<file path="src/sv/blud_pkg.sv">
`timescale 1ns / 1ps
`default_nettype none
// ----------------------------------------------------------------------------
// blud_pkg
// Shared types and codes of the byte-level UTF-8 token decoder.
// ----------------------------------------------------------------------------
package blud_pkg;

   // Error codes carried in a result.
   localparam logic [2:0] ERR_OK       = 3'd0;
   localparam logic [2:0] ERR_BAD_LEAD = 3'd1;
   localparam logic [2:0] ERR_BAD_CONT = 3'd2;
   localparam logic [2:0] ERR_TRUNC    = 3'd3;
   localparam logic [2:0] ERR_OVERLONG = 3'd4;
   localparam logic [2:0] ERR_SURR     = 3'd5;
   localparam logic [2:0] ERR_TOO_BIG  = 3'd6;
   localparam logic [2:0] ERR_NOT_BL   = 3'd7;

   // One input item.
   typedef struct packed {
      logic [7:0] in_byte;
      logic       in_last;
   } blud_req_type;

   // One result item.
   typedef struct packed {
      logic [7:0] out_byte;
      logic [2:0] error;
      logic       out_last;
   } blud_rsp_type;

   // Decoder state carried from byte to byte.
   typedef struct packed {
      logic [20:0] partial_scalar;
      logic [1:0]  bytes_remaining;
      logic [1:0]  sequence_length;
      logic        pending_bad_cont;
      logic        dropping_rest;
   } blud_state_type;

endpackage

`default_nettype wire

</file>
<file path="src/sv/blud_step.sv">
`timescale 1ns / 1ps
`default_nettype none
// ----------------------------------------------------------------------------
// blud_step
// Combinational decode of one byte: next decoder state and optional result.
// ----------------------------------------------------------------------------
module blud_step (
   input  wire blud_pkg::blud_state_type state_cur,
   input  wire blud_pkg::blud_req_type   req,
   output blud_pkg::blud_state_type      state_nxt,
   output logic                          res_valid,
   output blud_pkg::blud_rsp_type        res
);

   logic [7:0]  b;
   logic        last;
   logic        is_cont;
   logic [20:0] part_upd;
   logic        pend_upd;
   logic [1:0]  rem_upd;
   logic [20:0] cp_fin;
   logic [1:0]  len_fin;
   logic [2:0]  fin_err;
   logic [7:0]  fin_byte;
   logic [7:0]  k;
   logic        do_emit;
   logic [2:0]  emit_err;
   logic [7:0]  emit_byte;

   assign b       = req.in_byte;
   assign last    = req.in_last;
   assign is_cont = (b[7:6] == 2'b10);

   // Continuation byte folded into the partial scalar.
   assign pend_upd = state_cur.pending_bad_cont | ~is_cont;
   assign part_upd = (!state_cur.pending_bad_cont && is_cont) ?
                     {state_cur.partial_scalar[14:0], b[5:0]} :
                     state_cur.partial_scalar;
   assign rem_upd  = state_cur.bytes_remaining - 2'd1;

   // Scalar that completes on this byte, if any.
   assign cp_fin  = (state_cur.bytes_remaining == 2'd0) ? {13'd0, b} : part_upd;
   assign len_fin = (state_cur.bytes_remaining == 2'd0) ? 2'd0 :
                    state_cur.sequence_length;
   assign k       = cp_fin[7:0];

   // Checks on a completed scalar, in order of precedence, then the unmap.
   always_comb begin
      fin_err  = blud_pkg::ERR_OK;
      fin_byte = 8'd0;
      if ((len_fin == 2'd2 && cp_fin < 21'h800) ||
          (len_fin == 2'd3 && cp_fin < 21'h10000)) begin
         fin_err = blud_pkg::ERR_OVERLONG;
      end else if (cp_fin >= 21'hD800 && cp_fin <= 21'hDFFF) begin
         fin_err = blud_pkg::ERR_SURR;
      end else if (cp_fin > 21'h10FFFF) begin
         fin_err = blud_pkg::ERR_TOO_BIG;
      end else if ((cp_fin >= 21'd33 && cp_fin <= 21'd126) ||
                   (cp_fin >= 21'd161 && cp_fin <= 21'd172) ||
                   (cp_fin >= 21'd174 && cp_fin <= 21'd255)) begin
         fin_byte = k;
      end else if (cp_fin >= 21'd256 && cp_fin <= 21'd323) begin
         if (k < 8'd33) begin
            fin_byte = k;
         end else if (k < 8'd67) begin
            fin_byte = k + 8'd94;
         end else begin
            fin_byte = 8'd173;
         end
      end else begin
         fin_err = blud_pkg::ERR_NOT_BL;
      end
   end

   // Sequence control for one byte.
   always_comb begin
      state_nxt = state_cur;
      do_emit   = 1'b0;
      emit_err  = blud_pkg::ERR_OK;
      emit_byte = 8'd0;
      if (state_cur.dropping_rest) begin
         // Discard bytes until the end of the token.
         if (last) begin
            state_nxt = '0;
         end
      end else if (state_cur.bytes_remaining == 2'd0) begin
         if (b <= 8'h7F) begin
            do_emit   = 1'b1;
            emit_err  = fin_err;
            emit_byte = fin_byte;
         end else if (b >= 8'hC2 && b <= 8'hF4) begin
            if (last) begin
               do_emit  = 1'b1;
               emit_err = blud_pkg::ERR_TRUNC;
            end else begin
               state_nxt.pending_bad_cont = 1'b0;
               if (b <= 8'hDF) begin
                  state_nxt.partial_scalar  = {16'd0, b[4:0]};
                  state_nxt.bytes_remaining = 2'd1;
                  state_nxt.sequence_length = 2'd1;
               end else if (b <= 8'hEF) begin
                  state_nxt.partial_scalar  = {17'd0, b[3:0]};
                  state_nxt.bytes_remaining = 2'd2;
                  state_nxt.sequence_length = 2'd2;
               end else begin
                  state_nxt.partial_scalar  = {18'd0, b[2:0]};
                  state_nxt.bytes_remaining = 2'd3;
                  state_nxt.sequence_length = 2'd3;
               end
            end
         end else begin
            do_emit  = 1'b1;
            emit_err = blud_pkg::ERR_BAD_LEAD;
         end
      end else if (rem_upd != 2'd0) begin
         if (last) begin
            do_emit  = 1'b1;
            emit_err = blud_pkg::ERR_TRUNC;
         end else begin
            state_nxt.partial_scalar   = part_upd;
            state_nxt.pending_bad_cont = pend_upd;
            state_nxt.bytes_remaining  = rem_upd;
         end
      end else if (pend_upd) begin
         do_emit  = 1'b1;
         emit_err = blud_pkg::ERR_BAD_CONT;
      end else begin
         do_emit   = 1'b1;
         emit_err  = fin_err;
         emit_byte = fin_byte;
      end

      // A result always closes the current sequence.
      if (do_emit) begin
         state_nxt.partial_scalar   = '0;
         state_nxt.bytes_remaining  = 2'd0;
         state_nxt.sequence_length  = 2'd0;
         state_nxt.pending_bad_cont = 1'b0;
         state_nxt.dropping_rest    = (emit_err != blud_pkg::ERR_OK) && !last;
      end
   end

   // Result fields.
   assign res_valid    = do_emit;
   assign res.error    = emit_err;
   assign res.out_byte = (emit_err == blud_pkg::ERR_OK) ? emit_byte : 8'd0;
   assign res.out_last = (emit_err == blud_pkg::ERR_OK) ? last : 1'b1;

endmodule

`default_nettype wire

</file>
<file path="src/sv/bytelevel_utf8_token_decoder.sv">
`timescale 1ns / 1ps
`default_nettype none
// ----------------------------------------------------------------------------
// bytelevel_utf8_token_decoder
// Strict UTF-8 decoder that maps byte-level token scalars back to raw bytes.
// ----------------------------------------------------------------------------
// Usage:
//   The req channel takes one byte of an encoded token per transfer, with
//   in_last on the token's final byte. The rsp channel returns zero or one
//   result per byte: a recovered raw byte, or an error code that ends the
//   token (bytes after it are dropped up to the one with in_last).
//   Each result is registered into the output register or the skid register.
//   Throughput: one byte per cycle while req_ready is high; the whole
//   per-byte decode sits between the decoder state and the result register.
//   Stall: results go to an output register backed by a one-entry skid
//   register, so a byte is still taken while one result waits; req_ready
//   drops only while the skid register is occupied.
//   Reset: synchronous reset clears the sequence state and empties both
//   result registers; req_ready is high once reset has emptied the skid.
// ----------------------------------------------------------------------------
module bytelevel_utf8_token_decoder (
   input  wire                   clock,
   input  wire                   reset,
   input  wire                   req_valid,
   output logic                  req_ready,
   input  wire blud_pkg::blud_req_type req_data,
   output logic                  rsp_valid,
   input  wire                   rsp_ready,
   output blud_pkg::blud_rsp_type rsp_data
);

   blud_pkg::blud_state_type state_ff, state_in, state_step;
   blud_pkg::blud_rsp_type   res, out_ff, out_in, skid_ff, skid_in;
   logic                     res_valid;
   logic                     out_vld_ff, out_vld_in;
   logic                     skid_vld_ff, skid_vld_in;
   logic                     req_xfer;
   logic                     new_res;

   assign req_ready = !skid_vld_ff;
   assign req_xfer  = req_valid && req_ready;

   blud_step u_step (
      .state_cur (state_ff),
      .req       (req_data),
      .state_nxt (state_step),
      .res_valid (res_valid),
      .res       (res)
   );

   assign state_in = req_xfer ? state_step : state_ff;
   assign new_res  = req_xfer && res_valid;

   // Output register with skid entry.
   always_comb begin
      out_in      = out_ff;
      out_vld_in  = out_vld_ff;
      skid_in     = skid_ff;
      skid_vld_in = skid_vld_ff;
      if (!out_vld_ff || rsp_ready) begin
         if (skid_vld_ff) begin
            out_in      = skid_ff;
            out_vld_in  = 1'b1;
            skid_vld_in = 1'b0;
         end else begin
            out_in     = res;
            out_vld_in = new_res;
         end
      end else if (new_res) begin
         skid_in     = res;
         skid_vld_in = 1'b1;
      end
   end

   // Control registers.
   always_ff @(posedge clock) begin
      if (reset) begin
         state_ff    <= '0;
         out_vld_ff  <= 1'b0;
         skid_vld_ff <= 1'b0;
      end else begin
         state_ff    <= state_in;
         out_vld_ff  <= out_vld_in;
         skid_vld_ff <= skid_vld_in;
      end
   end

   // Payload registers.
   always_ff @(posedge clock) begin
      out_ff  <= out_in;
      skid_ff <= skid_in;
   end

   assign rsp_valid = out_vld_ff;
   assign rsp_data  = out_ff;

endmodule

`default_nettype wire

</file>
<file path="config.mk">
export PLATFORM = sky130hd
export DESIGN_NAME = bytelevel_utf8_token_decoder
export DESIGN_NICKNAME = d
export VERILOG_FILES = /design/src/sv/blud_pkg.sv /design/src/sv/blud_step.sv /design/src/sv/bytelevel_utf8_token_decoder.sv
export SDC_FILE = /design/constraint.sdc
export NUM_CORES = 1
export LEC_CHECK = 0
export CORE_ASPECT_RATIO = 0.75
export CORE_MARGIN = 2
export CORE_UTILIZATION = 59
export CTS_BUF_LIST = sky130_fd_sc_hd__clkbuf_8
export DETAILED_ROUTE_END_ITERATION = 16
export DONT_BUFFER_PORTS = 1
export PLACE_DENSITY = 0.74
export SLEW_MARGIN = 10
export SYNTH_ARGS = -nofsm -noshare
export SYNTH_HDL_FRONTEND = slang
export SYNTH_SLANG_ARGS = --single-unit
</file>
<file path="constraint.sdc">
create_clock -name clock -period 5.3 [get_ports clock]
set_input_delay 0.795 -clock clock [delete_from_list [all_inputs] [get_ports clock]]
set_output_delay 0.795 -clock clock [all_outputs]
set_load 0.03 [all_outputs]
</file>
==> results of run 1 <==
## sequential cells by signal, indices dropped and copies added, names as in the netlist
name and cells:
skid_ff 12, rsp_valid 1, rsp_data 12, state_ff 27, skid_vld_ff 1
## placed cells by master, fill, tap and decap left out, types with 4 or more instances in the layout
| cell | count |
|---|---|
| nor2_1 | 51 |
| clkbuf_8 | 5 |
| a22oi_1 | 15 |
| inv_1 | 7 |
| or4_1 | 6 |
| a21oi_1 | 26 |
| nand2_1 | 47 |
| nand4_1 | 6 |
| or3_1 | 4 |
| a211o_1 | 4 |
| ha_1 | 4 |
| a211oi_1 | 9 |
| nor4_1 | 10 |
| o21a_1 | 7 |
| nand3_1 | 11 |
| mux2i_1 | 6 |
| dfxtp_1 | 29 |
| nand2b_1 | 5 |
| o21ai_0 | 10 |
| buf_4 | 8 |
| nor3_1 | 19 |
| o211ai_1 | 4 |
| edfxtp_1 | 24 |
| o31ai_1 | 7 |
| a31oi_1 | 6 |
## layer usage
metal  part of all wire  GRT usage
met3               0.11     0.0682
met1               0.46      0.493
met2               0.42      0.431
met4             0.0098     0.0768
met5                  0          0
## layout make-up
class / instances / area (um2)
Fill cell: 531 / 2140
Multi-Input combinational cell: 324 / 2020
Sequential cell: 53 / 1300
Tap cell: 78 / 97.6
Clock buffer: 5 / 68.8
Timing Repair Buffer: 8 / 60.1
Clock inverter: 3 / 50.0
Inverter: 7 / 26.3
## worst reg2reg max path, delay by kind of cell (launching register included)
kind	cells	cell delay (ns)
flops	1	0.65
fa+ha+maj	1	0.26
simple gates	6	1.33
buf+inv	2	0.36
compound gates	5	1.34
## kinds of logic (layout without fill, tap and decap cells)
kind of cell	count (synthesis)	after routing	synth area share
compound gates	125	125	0.265
fa+ha+maj	4	4	0.0143
buf+inv	42	23	0.0543
flops	53	53	0.371
mux	9	9	0.0268
simple gates	186	186	0.268
## stage by stage
| step | utilization | hold slack [ns] | total power [mW] | setup WS, ns | std cells |
|---|---|---|---|---|---|
| after floorplan | - | 0.457 | 0.592 | 1.41 | 419 |
| after global placement | 0.608 | 0.485 | 0.610 | 1.15 | 470 |
| after detailed placement | 0.608 | 0.501 | 0.611 | 1.06 | 470 |
| after CTS | 0.628 | 0.520 | 0.907 | 1.28 | 478 |
| after global routing | 0.628 | 0.516 | 0.933 | 0.945 | 478 |
| final | 0.628 | 0.519 | 0.907 | 1.21 | 478 |
## synth_stat cells (3+ instances only)
library cell  number  share of area
mux2_2             3         0.0096
o21ai_0           10          0.014
a31oi_1            6          0.011
nor4bb_1           3         0.0086
or4_1              6          0.013
a211o_1            4          0.010
nand3_1           11          0.016
o211ai_1           4         0.0086
nand2_1           47          0.050
edfxtp_1          24           0.21
o31ai_2            3          0.011
nand4_1            6          0.011
inv_1              7         0.0075
nor2b_1            3         0.0054
nand2b_1           5         0.0089
clkbuf_1          26          0.028
o31ai_1            7          0.015
buf_2              5         0.0071
nor3_1            19          0.027
ha_1               4          0.014
nor4_1            11          0.020
a21oi_1           26          0.037
buf_6              3         0.0096
dfxtp_1           29           0.17
mux2i_1            6          0.017
nor2_1            51          0.055
a22oi_1           15          0.032
o21a_1             7          0.015
o21ai_1            3         0.0043
a211oi_1           9          0.019
or3_1              4         0.0071
o22ai_1            3         0.0054
## final timing paths
| check | from | endpoint |
|---|---|---|
| worst max-delay path | state_ff[5]$_SDFFE_PP0P_ | rsp_data[7]$_DFFE_PP_ |
| worst min-delay path | state_ff[25]$_SDFFE_PP0P_ | state_ff[25]$_SDFFE_PP0P_ |
| worst max register to register | state_ff[5]$_SDFFE_PP0P_ | rsp_data[7]$_DFFE_PP_ |
| worst min register to register | state_ff[25]$_SDFFE_PP0P_ | state_ff[25]$_SDFFE_PP0P_ |
## power by group
part	switching (mW)	total (mW)	internal [mW]
sequential	0.0360	0.484	0.448
clock	0.158	0.303	0.145
combinational	0.0767	0.120	0.0430
total	0.271	0.907	0.636
==> flow_summary_export.csv, run 1 <==
group,metric,value,unit
timing,finalCritPeriodShare,0.772,
placement,portBuffers,0,
yosys,ys_types,69,
finish,design_area,0.00362,mm2
drt,wire_per_inst,21.1,um
drt,firstDrtPassIters,5,
clock_network,clk-insertion-delay-late,0.33,ns
yosys,ys_seq_elements,53,
yosys,yosysWarningCount,0,
floorplanning,pin_count,27,
timing,fin_worst_skew,0.00979,ns
timing,rsz0062_at_grt,"false",
floorplanning,die_y,70.7,um
timing,finalCriticalPeriod,4.09,ns
finish,drive_gt1_frac,0.0925,
drt,drtAntennaViolNets,0,
yosys,async_reset_ff_frac,0,
worst_hold_path,hold_depth,2,
yosys,syn_area,0.00350,mm2
setup_path,cp_slowest_cell,"dfxtp_1",
setup_path,timing.critical_path.buf_inv,2,
pwr,p_leak,1.27,nW
placement,placement.cell_area,0.00350,mm2
finish,nets,416,
floorplanning,fp-row-count,24,
drt,drtIter0Drc,352,
clock_network,cts_resized,0,
clock_network,clk_path_buf_depth,2,
floorplanning,start_util,0.608,
setup_path,crit_type,"register to register",
floorplanning,fp.dieW,93.0,um
yosys,synth-main-ff-cell,"dfxtp_1",
finish,diodes,0,
yosys,ys_seq_area_frac,0.371,
timing,final_hold_viol_count,0,
setup_path,required,5.45,ns
clock_network,cts_hold_buffers,0,
finish,syn_to_final_growth,3.39,%
grt,grt_pass1_vias,3071,
timing,drv_slew,0,
grt,grt_usage,0.312,
drt,viasPerCell,7.02,
drt,drc,0,
drt,routed-via-count,3356,
setup_path,cpPeakStageDelay,0.65,ns
clock_network,cts.reportedPaths.clkPinSlew,0.11,ns
setup_path,crit_family,"compound AO/OA/AOI/OAI gates",
timing,finalSetupTns,0,ns
pwr,power_density,250,mW/mm2
status,status,"complete, no violations",
drt,wl,10100,um
worst_hold_path,hp-class,"register to register",
grt,antenna_found_initial,0,
clock_network,clock-root-buffer,"clkbuf_8",
clock_network,cts_setup_buffers,0,
placement,place.gp.congestion,1.00,
timing,finalSetupViolCount,0,
grt,overflow,0,
floorplanning,coreArea,0.00577,mm2
yosys,synthesis.nets,436,
yosys,synth_enable_flop_cells,24,
grt,grt_max_degree,30,
clock_network,numCtsBuffers,5,
setup_path,critPathMaxFanout,16,
setup_path,r2r_cells,14,
setup_path,r2r_slack,1.21,ns
setup_path,cp.arrival,4.24,ns
clock_network,clock_sinks,53,
timing,relSlewSlack,0.469,
pwr,vdd_drop_max,0.182,mV
placement,hpwl,7300,um
grt,grt_first_pass_wirelength,16000,um
setup_path,worst_setup_path_end_kind,"register",
clock_network,htreeDepth,2,
yosys,syn_inst,419,
timing,tightest_slew,0.795,ns
setup_path,path_depth,14,
clock_network,cts_tree,"yes",
floorplanning,die_area,0.00658,mm2
setup_path,crit_chain,"nor2_1, buf_4, nor2_1, nand2_1, nand2_1, inv_1, ha_1, o21a_1, and4b_1, a211o_1, a211o_1, a21oi_4, nand3_2, o41ai_2",
timing,fmax,244,MHz
setup_path,startpoint_type,"register",
yosys,postSynthAreaPerCell,8.36,um2
flow_run,drv_cap,0,
Note: power is estimated with default switching activity, not from simulation.
==> run 2: changes to the inputs <==
--- a/config.mk
+++ b/config.mk
@@ -11,7 +11,7 @@
 export CTS_BUF_LIST = sky130_fd_sc_hd__clkbuf_8
 export DETAILED_ROUTE_END_ITERATION = 16
 export DONT_BUFFER_PORTS = 1
-export PLACE_DENSITY = 0.74
+export PLACE_DENSITY = 0.77
 export SLEW_MARGIN = 10
 export SYNTH_ARGS = -nofsm -noshare
 export SYNTH_HDL_FRONTEND = slang
==> constraint.sdc (replaced) <==
create_clock -name clock -period 3.45 [get_ports clock]
set_input_delay 0.5175 -clock clock [delete_from_list [all_inputs] [get_ports clock]]
set_output_delay 0.5175 -clock clock [all_outputs]
set_load 0.03 [all_outputs]
==> run 2 against run 1 <==
  * Combinational power rose by 71%
  * Count of clock-buffer cells in the layout did not move
  * Critical path depth fell by 1
  * Global-route usage rose by 1.5 points
  * Register-to-register slack got worse by 1.1 ns
  * Via count rose by 2.0%
  * Maximum frequency rose by 24%
  * Setup slack got worse by 1.1 ns
  * Clock power rose by 48%
  * Core utilization rose by 4.4 points
  * Final cell count rose by 5.4%
==> flow_summary_export.csv, run 2 (synthesis results as in run 1) <==
group,metric,value,unit
drt,drtIter0Drc,362,
placement,place.gp.congestion,1.03,
timing,drv_slew,0,
grt,antenna_found_initial,0,
setup_path,worst_setup_path_end_kind,"register",
setup_path,critPathMaxFanout,6,
finish,utilization,0.672,
drt,viasPerCell,6.79,
pwr,swShare,0.291,
finish,nFillCells,518,
placement,portBuffers,0,
setup_path,startpoint_type,"register",
pwr,sequentialPowerShare,0.532,
timing,fmax,303,MHz
floorplanning,fp.dieW,93.0,um
finish,nets,442,
floorplanning,fp-row-count,24,
grt,grt_pass1_vias,3119,
pwr,intPower,0.992,mW
clock_network,cts.reportedPaths.clkPinSlew,0.11,ns
pwr,finalPower,1.40,mW
drt,drtAntennaViolNets,0,
timing,setup_slack,0.149,ns
clock_network,cts_tree,"yes",
grt,grt_max_degree,30,
drt,routed-via-count,3422,
floorplanning,pin_count,27,
timing,tightest_slew,0.754,ns
finish,syn_to_final_growth,10.6,%
finish,layout_common_cells,"51 x nor2_1, 45 x nand2_1, 34 x buf_4",
pwr,vdd_drop_max,0.260,mV
grt,overflow,0,
timing,holdWs,0.257,ns
finish,final_common_cell,"nor2_1",
placement,pre_cts_ws,0.0631,ns
clock_network,numCtsBuffers,5,
floorplanning,start_util,0.608,
setup_path,r2r_slack,0.15,ns
pwr,power_density,361,mW/mm2
finish,design_area,0.00387,mm2
clock_network,clock_sinks,53,
grt,grt_usage,0.326,
pwr,p_sw,0.406,mW
floorplanning,die_area,0.00658,mm2
setup_path,required,3.51,ns
timing,fin_worst_skew,0.00856,ns
worst_hold_path,hp-class,"input pin to register",
clock_network,cts_resized,0,
clock_network,cts_setup_buffers,0,
clock_network,clock-root-buffer,"clkbuf_8",
timing,rsz0062_at_grt,"false",
finish,diodes,0,
floorplanning,die_y,70.7,um
grt,grt_first_pass_wirelength,16600,um
drt,firstDrtPassIters,5,
finish,largest_register_ffs,27,
floorplanning,coreArea,0.00577,mm2
timing,relSlewSlack,0.497,
timing,final_hold_viol_count,0,
finish,final_cell_count_no_fill,504,
pwr,p_leak,1.42,nW
pwr,clkPwrFrac,0.321,
drt,drc,0,
timing,finalCritPeriodShare,0.957,
status,status,"complete, no violations",
placement,placement.cell_area,0.00374,mm2
setup_path,cp.arrival,3.36,ns
finish,drive_gt1_frac,0.167,
clock_network,htreeDepth,2,
clock_network,clk-insertion-delay-late,0.31,ns
setup_path,crit_type,"register to register",
pwr,p_comb_frac,0.147,
drt,wl,10300,um
clock_network,clk_path_buf_depth,2,
finish,regMostFlops,"state_ff",
timing,finalSetupViolCount,0,
flow_run,drv_cap,0,
placement,hpwl,7730,um
drt,wire_per_inst,20.4,um
placement,dp.cells,496,
timing,finalSetupTns,0,ns
clock_network,cts_hold_buffers,0,
timing,finalCriticalPeriod,3.30,ns
==> run 2: routing by layer <==
metal / share of wire / up-vias / GRT usage
met5: 0 / - / 0
met4: 0.013 / 0 / 0.0719
met3: 0.12 / 17 / 0.0863
met2: 0.41 / 209 / 0.461
met1: 0.46 / 1593 / 0.503
li1: - / 1603 / -
==> run 2: critical path, cell delays in order, from the launching register on <==
cell and delay, ns:
dfxtp_1 0.38, or3b_4 0.43, nand2_4 0.08, nand2_1 0.05, nand2_1 0.11, inv_1 0.11, ha_4 0.17, o21a_1 0.12
and4b_1 0.20, a211o_1 0.33, a211oi_4 0.36, nor3_1 0.11, o21a_1 0.23, or3_1 0.36
==> run 2: layout make-up <==
cell class / count / area, um2 / share of cell area
clock buffers: 5 / 68.8 / 0.0178
well taps: 78 / 97.6 / 0.0252
clock inverters: 3 / 50.0 / 0.0129
repair buffers: 34 / 255 / 0.0659
flip-flops and latches: 53 / 1300 / 0.336
inverters: 7 / 26.3 / 0.00678
multi-input cells: 324 / 2080 / 0.536
==> run 2: power by group through the flow <==
stage | sequential, mW | combinational [mW] | clock, mW
floorplan | 0.749 | 0.167 | 0
global placement | 0.757 | 0.198 | 0
detailed placement | 0.759 | 0.200 | 0
CTS | 0.744 | 0.201 | 0.455
global route | 0.747 | 0.224 | 0.477
finish | 0.744 | 0.205 | 0.449
==> run 2: worst paths after layout <==
| path | from | depth (start not counted) | end |
|---|---|---|---|
| max | state_ff[1]$_SDFFE_PP0P_ | 13 | skid_ff[0]$_DFFE_PP_ |
| min | reset | 1 | state_ff[15]$_SDFFE_PP0P_ |
| max reg2reg | state_ff[1]$_SDFFE_PP0P_ | 13 | skid_ff[0]$_DFFE_PP_ |
| min reg2reg | state_ff[25]$_SDFFE_PP0P_ | 2 | state_ff[25]$_SDFFE_PP0P_ |
